<file path="src/rtl/core/abdc_pkg.sv">
`timescale 1ns / 1ps

package abdc_pkg;

   localparam int CSR_INDEX_WIDTH = 3;
   localparam int CSR_DATA_WIDTH  = 32;

   localparam logic [CSR_INDEX_WIDTH-1:0] CSR_HEADER_VERSION = 3'd0;
   localparam logic [CSR_INDEX_WIDTH-1:0] CSR_FILE_TYPE      = 3'd1;
   localparam logic [CSR_INDEX_WIDTH-1:0] CSR_FILE_SIZE      = 3'd2;
   localparam logic [CSR_INDEX_WIDTH-1:0] CSR_LEADING_CHECK  = 3'd3;
   localparam logic [CSR_INDEX_WIDTH-1:0] CSR_TRAILING_CHECK = 3'd4;

   localparam logic [31:0] MAGIC_BASE      = 32'd20040308;
   localparam logic [31:0] FILE_TYPE_RESET = 32'd1;

   localparam logic [2:0] STATUS_OK          = 3'd0;
   localparam logic [2:0] STATUS_VERSION_BAD = 3'd1;
   localparam logic [2:0] STATUS_TYPE_ZERO   = 3'd2;
   localparam logic [2:0] STATUS_CHECK_DIFF  = 3'd3;
   localparam logic [2:0] STATUS_SUM_BAD     = 3'd4;

   typedef struct packed {
      logic [7:0] data_byte;
      logic       last_byte;
   } req_type;

   typedef struct packed {
      logic [7:0] plain_byte;
      logic       final_res;
      logic [2:0] status;
   } rsp_type;

   typedef struct packed {
      logic [31:0] header_version;
      logic [31:0] file_type;
      logic [31:0] file_size;
      logic [7:0]  leading_check;
      logic [7:0]  trailing_check;
   } cfg_type;

   typedef struct packed {
      logic [7:0] plain_byte;
      logic [7:0] sum;
   } step_type;

endpackage

</file>
<file path="src/rtl/core/abdc_stream.sv">
`timescale 1ns / 1ps

module abdc_stream (
   input  logic              clock,
   input  logic              reset,
   input  logic              accept,
   input  logic              type_write,
   input  logic [7:0]        type_write_low,
   input  logic [31:0]       file_type,
   input  abdc_pkg::req_type req,
   output abdc_pkg::step_type step
);
   import abdc_pkg::*;

   logic [7:0]  position_ff, position_in;
   logic [31:0] period_ff, period_in;
   logic [7:0]  sum_ff, sum_in;
   logic [7:0]  plain;
   logic [7:0]  type_low;

   always_comb begin
      type_low    = file_type[7:0];
      sum_in      = sum_ff + req.data_byte;
      plain       = req.data_byte - position_ff;
      position_in = position_ff + 8'd1;
      period_in   = '0;
      if (file_type != '0) begin
         if (period_ff == '0) begin
            plain = plain - type_low;
         end
         if (period_ff >= file_type - 32'd1) begin
            period_in = '0;
         end else begin
            period_in = period_ff + 32'd1;
         end
      end
      step.plain_byte = plain;
      step.sum        = sum_in;
      // end of file restarts the stream
      if (req.last_byte) begin
         position_in = '0;
         period_in   = '0;
         sum_in      = type_low;
      end
   end

   always_ff @(posedge clock) begin
      if (reset) begin
         position_ff <= '0;
         period_ff   <= '0;
         sum_ff      <= FILE_TYPE_RESET[7:0];
      end else if (type_write) begin
         position_ff <= '0;
         period_ff   <= '0;
         sum_ff      <= type_write_low;
      end else if (accept) begin
         position_ff <= position_in;
         period_ff   <= period_in;
         sum_ff      <= sum_in;
      end
   end

endmodule

</file>
<file path="src/rtl/core/abdc_check.sv">
`timescale 1ns / 1ps

module abdc_check (
   input  abdc_pkg::cfg_type cfg,
   input  logic [7:0]        sum,
   input  logic              last_byte,
   output logic [2:0]        status
);
   import abdc_pkg::*;

   logic [31:0] expected_version;

   always_comb begin
      expected_version = MAGIC_BASE + cfg.file_type + cfg.file_size;
      priority if (!last_byte) begin
         status = STATUS_OK;
      end else if (cfg.header_version != expected_version) begin
         status = STATUS_VERSION_BAD;
      end else if (cfg.file_type == '0) begin
         status = STATUS_TYPE_ZERO;
      end else if (cfg.leading_check != cfg.trailing_check) begin
         status = STATUS_CHECK_DIFF;
      end else if (cfg.leading_check != sum) begin
         status = STATUS_SUM_BAD;
      end else begin
         status = STATUS_OK;
      end
   end

endmodule

</file>
<file path="src/rtl/core/additive_byte_descrambler_check.sv">
`timescale 1ns / 1ps

// Additive byte descrambler with file check.
// Request channel (req_valid/req_ready/req_payload) takes one scrambled
// payload byte per request, with last_byte on the final byte of a file.
// Response channel (rsp_valid/rsp_ready/rsp_payload) returns one result per
// request: the plain byte, and on the last byte final_res with a status
// (ok, version bad, type zero, check bytes differ, sum mismatch).
// The response is registered: a request accepted at one edge shows its
// response after that edge. Throughput is one request per cycle while the
// receiver takes responses, set by the single response register; the
// stream state updates in the same cycle. When the receiver stalls, the
// response register holds and req_ready drops until it is taken; a request
// is still taken in the cycle it is unloaded. The csr port writes the five
// header registers; a write of file_type restarts the stream, as does the
// end of every file. Reset (synchronous) clears the header registers, sets
// file_type to 1 and the running sum to 1, and empties the response register.

module additive_byte_descrambler_check (
   input  logic                                   clock,
   input  logic                                   reset,
   input  logic                                   req_valid,
   output logic                                   req_ready,
   input  abdc_pkg::req_type                      req_payload,
   output logic                                   rsp_valid,
   input  logic                                   rsp_ready,
   output abdc_pkg::rsp_type                      rsp_payload,
   input  logic                                   csr_write_enable,
   input  logic [abdc_pkg::CSR_INDEX_WIDTH-1:0]   csr_index,
   input  logic [abdc_pkg::CSR_DATA_WIDTH-1:0]    csr_write_data
);
   import abdc_pkg::*;

   cfg_type  cfg_ff;
   step_type step;
   logic     accept;
   logic     type_write;
   logic [2:0] status;
   logic     rsp_valid_ff, rsp_valid_in;
   rsp_type  rsp_ff;

   assign req_ready  = !rsp_valid_ff || rsp_ready;
   assign accept     = req_valid && req_ready;
   assign type_write = csr_write_enable && (csr_index == CSR_FILE_TYPE);

   always_ff @(posedge clock) begin
      if (reset) begin
         cfg_ff.header_version <= '0;
         cfg_ff.file_type      <= FILE_TYPE_RESET;
         cfg_ff.file_size      <= '0;
         cfg_ff.leading_check  <= '0;
         cfg_ff.trailing_check <= '0;
      end else if (csr_write_enable) begin
         unique case (csr_index)
            CSR_HEADER_VERSION: cfg_ff.header_version <= csr_write_data;
            CSR_FILE_TYPE:      cfg_ff.file_type      <= csr_write_data;
            CSR_FILE_SIZE:      cfg_ff.file_size      <= csr_write_data;
            CSR_LEADING_CHECK:  cfg_ff.leading_check  <= csr_write_data[7:0];
            CSR_TRAILING_CHECK: cfg_ff.trailing_check <= csr_write_data[7:0];
            default: ;
         endcase
      end
   end

   abdc_stream u_stream (
      .clock          (clock),
      .reset          (reset),
      .accept         (accept),
      .type_write     (type_write),
      .type_write_low (csr_write_data[7:0]),
      .file_type      (cfg_ff.file_type),
      .req            (req_payload),
      .step           (step)
   );

   abdc_check u_check (
      .cfg       (cfg_ff),
      .sum       (step.sum),
      .last_byte (req_payload.last_byte),
      .status    (status)
   );

   assign rsp_valid_in = accept || (rsp_valid_ff && !rsp_ready);

   always_ff @(posedge clock) begin
      if (reset) begin
         rsp_valid_ff <= 1'b0;
      end else begin
         rsp_valid_ff <= rsp_valid_in;
      end
   end

   always_ff @(posedge clock) begin
      if (accept) begin
         rsp_ff.plain_byte <= step.plain_byte;
         rsp_ff.final_res  <= req_payload.last_byte;
         rsp_ff.status     <= status;
      end
   end

   assign rsp_valid   = rsp_valid_ff;
   assign rsp_payload = rsp_ff;

`ifndef ASSERT_OFF
   a_ready_when_empty: assert property (@(posedge clock) disable iff (reset)
      !rsp_valid_ff |-> req_ready)
      else $error("request refused with empty response register");

   a_last_gives_final: assert property (@(posedge clock) disable iff (reset)
      accept && req_payload.last_byte |=> rsp_valid && rsp_payload.final_res)
      else $error("last byte did not produce a final response");

   a_status_only_final: assert property (@(posedge clock) disable iff (reset)
      rsp_valid && !rsp_payload.final_res |-> rsp_payload.status == STATUS_OK)
      else $error("status set on a non-final response");

   a_reset_empties: assert property (@(posedge clock)
      reset |=> !rsp_valid)
      else $error("response valid after reset");
`endif

endmodule
</file>
<file path="config.mk">
export PLATFORM = sky130hd
export DESIGN_NAME = additive_byte_descrambler_check
export DESIGN_NICKNAME = d
export VERILOG_FILES = /design/src/rtl/core/abdc_pkg.sv /design/src/rtl/core/abdc_stream.sv /design/src/rtl/core/abdc_check.sv /design/src/rtl/core/additive_byte_descrambler_check.sv
export SDC_FILE = /design/constraint.sdc
export NUM_CORES = 1
export LEC_CHECK = 0
export ABC_AREA = 1
export BUFFER_PORTS_ARGS = -buffer_cell sky130_fd_sc_hd__clkbuf_2
export CAP_MARGIN = 20
export CORE_ASPECT_RATIO = 1.5
export CORE_MARGIN = 4
export CORE_UTILIZATION = 60
export CTS_CLUSTER_SIZE = 28
export DETAILED_ROUTE_END_ITERATION = 8
export GPL_TIMING_DRIVEN = 1
export PLACE_DENSITY = 0.78
export SLEW_MARGIN = 10
export SYNTH_ARGS = -nofsm -noshare
export SYNTH_HDL_FRONTEND = slang
export SYNTH_SLANG_ARGS = --single-unit
</file>
<file path="constraint.sdc">
create_clock -name clock -period 7.55 [get_ports clock]
set_input_delay 1.51 -clock clock [delete_from_list [all_inputs] [get_ports clock]]
set_output_delay 1.51 -clock clock [all_outputs]
set_load 0.01 [all_outputs]
</file>
==> impl_metrics.env <==
export IMPL_start_util_pct=61.2
export IMPL_grt_max_degree=56
export IMPL_period_minus_slack_ps=3980
export IMPL_max_clock_freq_ghz=0.251
export IMPL_cp_start_kind="flop"
export IMPL_rr_startpoint="cfg_ff[49]"
export IMPL_cts_htree_levels=4
export IMPL_r2r_setup_slack_ps=3570
export IMPL_syn_area_um2=12900
export IMPL_portBuffers=62
export IMPL_swShare_pct=33.0
export IMPL_num_antenna_cells=0
export IMPL_first_pass_iters=6
export IMPL_holdCritStartpoint="cfg_ff[37]"
export IMPL_syn_inst=1948
export IMPL_synth_area_mux_share_pct=0.165
export IMPL_totalPowerFinal_mw=2.35
export IMPL_vias=12700
export IMPL_cp_data_required_time_ps=7890
export IMPL_drt_total_wl_um=36100
export IMPL_drtIter0Drc=1149
export IMPL_arrival_ps=4320
export IMPL_worstPathMaxFanout=19
export IMPL_fin_cells=2266
export IMPL_slew_limit_headroom_pct=39.7
export IMPL_dp_hpwl_um=28100
export IMPL_cts_resized=0
export IMPL_synth_top_family_by_area="simple AND/OR/NAND/NOR gates"
export IMPL_clock_root_buffer="clkbuf_16"
export IMPL_chipWidth_um=128
export IMPL_post_cts_buffers=0
export IMPL_cts_sinks=173
export IMPL_nNetsFinal=2157
export IMPL_die_y_um=187
export IMPL_routedWlPerCell_um=15.9
export IMPL_place_gp_congestion=1.02
export IMPL_synth_distinct_cells=53
export IMPL_p_comb_share_pct=20.4
export IMPL_antenna_found_initial=0
export IMPL_power_leakage_nw=6.57
export IMPL_synth_common_cells="nand2_1, inv_1, nor2_1"
export IMPL_drc=0
export IMPL_synth_largest_area_cell="dfxtp_1"
export IMPL_min_path_type="reg2reg"
export IMPL_seq_power_share_pct=42.0
export IMPL_worstSetupPathType="reg2reg"
export IMPL_clk_latency_ps=460
export IMPL_setup_viol=0
export IMPL_cts_path_max_buffers=2
export IMPL_placed_area_um2=13400
export IMPL_die_area_um2=23900
export IMPL_status="complete, no violations"
export IMPL_io_pins=63
export IMPL_grt_setup_unrepaired="false"
export IMPL_synthTopCellsByArea="dfxtp_1, nand2_1, ha_1, inv_1, nor2_1"
export IMPL_placed_cells=2234
export IMPL_fin_area_um2=14000
export IMPL_ys_async_sr_fraction_pct=0
export IMPL_fin_worst_skew_ps=13.2
export IMPL_worst_hold_slack_ps=467
export IMPL_synth_edf_count=12
export IMPL_synth_xor_area_share_pct=6.12
export IMPL_grt_usage_pct=30.4
export IMPL_synth_warnings=0
export IMPL_tightest_slew_ps=903
export IMPL_pwr_share_clk_pct=37.6
export IMPL_synthToLayoutAreaGrowth_pct=8.50
export IMPL_fin_util_pct=66.4
export IMPL_vias_per_cell=5.59
export IMPL_synth_adder_area_share_pct=12.2
export IMPL_grt_pass1_wl_um=59100
export IMPL_maxSlewViolCount=0
export IMPL_seq_area_frac_synth_pct=27.8
export IMPL_p_int_mw=1.57
export IMPL_drive_gt1_share_pct=7.51
export IMPL_tritoncts="built"
export IMPL_core_area_um2=21100
export IMPL_synthFlopType="dfxtp_1"
export IMPL_peakVddDrop_uv=164
export IMPL_critPathCaptureType="flop"
export IMPL_ys_seq_elements=173
export IMPL_period_share_pct=52.8
export IMPL_crit_start="cfg_ff[49]"
export IMPL_synth_simple_area_share_pct=30.7
export IMPL_cts_buffers=17
export IMPL_synth_most_common_cell="nand2_1"
export IMPL_tns_ps=0
export IMPL_ant_nets=0
export IMPL_synth_compound_area_share_pct=12.9
export IMPL_postSynthAreaPerCell_um2=6.62
export IMPL_powerDensity_nw_per_um2=168
export IMPL_cts_hold_buf=0
export IMPL_num_rows=65
export IMPL_cts_reportedPaths_clkPinSlew_ps=70
export IMPL_overflow=0
export IMPL_place_ws_ps=3270
export IMPL_drv_cap=0
export IMPL_synth_top_area_share_pct=25.0
export IMPL_synthesis_nets=2120
export IMPL_finalHoldViolCount=0
export IMPL_switching_power_mw=0.775
export IMPL_worst_slack_ps=3570
export IMPL_grt_pass1_vias=12400
[worst paths after layout]
| kind | endpoint | cells after the start |
|---|---|---|
| max | u_stream.period_ff[11] | 22 |
| min | cfg_ff[37] | 2 |
| max reg2reg | u_stream.period_ff[11] | 22 |
| min reg2reg | cfg_ff[37] | 2 |
[power by group through the flow]
stage | Combinational [mW] | Clock, mW | Sequential (mW)
5_1_grt | 0.536 | 0.926 | 0.989
6_report | 0.479 | 0.881 | 0.986
3_3_place_gp | 0.452 | 0 | 1.01
3_5_place_dp | 0.473 | 0 | 1.01
2_1_floorplan | 0.332 | 0 | 1.00
4_1_cts | 0.477 | 0.885 | 0.985
[final cells by class]
cell class	count	area (µm²)
Multi-Input combinational cell	1431	8000
Fill cell	1983	7080
Sequential cell	173	3580
Inverter	290	1090
Clock buffer	17	425
Timing Repair Buffer	72	405
Tap cell	268	335
Clock inverter	15	146
[flip-flops by register name, summed over array words and instances (netlist names)]
signal and flops:
rsp_valid 1, u_stream.sum_ff 8, u_stream.period_ff 32, rsp_payload 12
u_stream.position_ff 8, cfg_ff 112
[cell usage in the layout (no fill, tap or decap), types with 6 or more instances in the layout]
| cell | n |
|---|---|
| nand3b_1 | 16 |
| a31oi_1 | 8 |
| or2_2 | 6 |
| nor3_1 | 28 |
| clkbuf_16 | 17 |
| xnor2_1 | 34 |
| o211ai_1 | 7 |
| edfxtp_1 | 12 |
| clkbuf_2 | 62 |
| nand4_1 | 39 |
| xor2_1 | 56 |
| nor2_1 | 241 |
| inv_1 | 283 |
| a21oi_1 | 143 |
| dfxtp_1 | 161 |
| nand3_1 | 93 |
| nor2_2 | 9 |
| o21ai_0 | 141 |
| buf_4 | 9 |
| nor4_1 | 19 |
| ha_1 | 119 |
| inv_6 | 6 |
| nand2_1 | 416 |
| o22ai_1 | 6 |
| nand2_2 | 6 |
[logic make-up (layout without fill, tap and decap cells)]
kind of cell,count (synthesis),after routing
AO/OA/AOI/OAI,319,319
XOR/XNOR,90,90
adder cells (fa/ha/maj),123,123
buffers and inverters,344,394
flip-flops,173,173
multiplexers,2,2
AND/OR/NAND/NOR,897,897
[routing by layer]
metal	GRT usage, %	routed length (µm)
met1	33.8	14000
met2	56.1	18800
met4	14.5	1710
met5	0	0
met3	4.05	1610
[worst max-delay path, stage by stage (launching register included)]
cell and delay, ps:
dfxtp_1 320, inv_2 160, ha_1 250, nand2_2 110, nor2_4 160, nand3_2 110
nor2_2 190, nand3_2 140, or2_1 330, nor3_1 160, nor2_1 70, ha_1 270
nand2_1 40, inv_1 60, nand3_1 60, inv_1 80, nand2_1 50, nor4_1 250
nand4_1 130, and3_1 430, buf_16 260, a22oi_1 140, nor2_1 60
(Power assumes the default switching activity.)
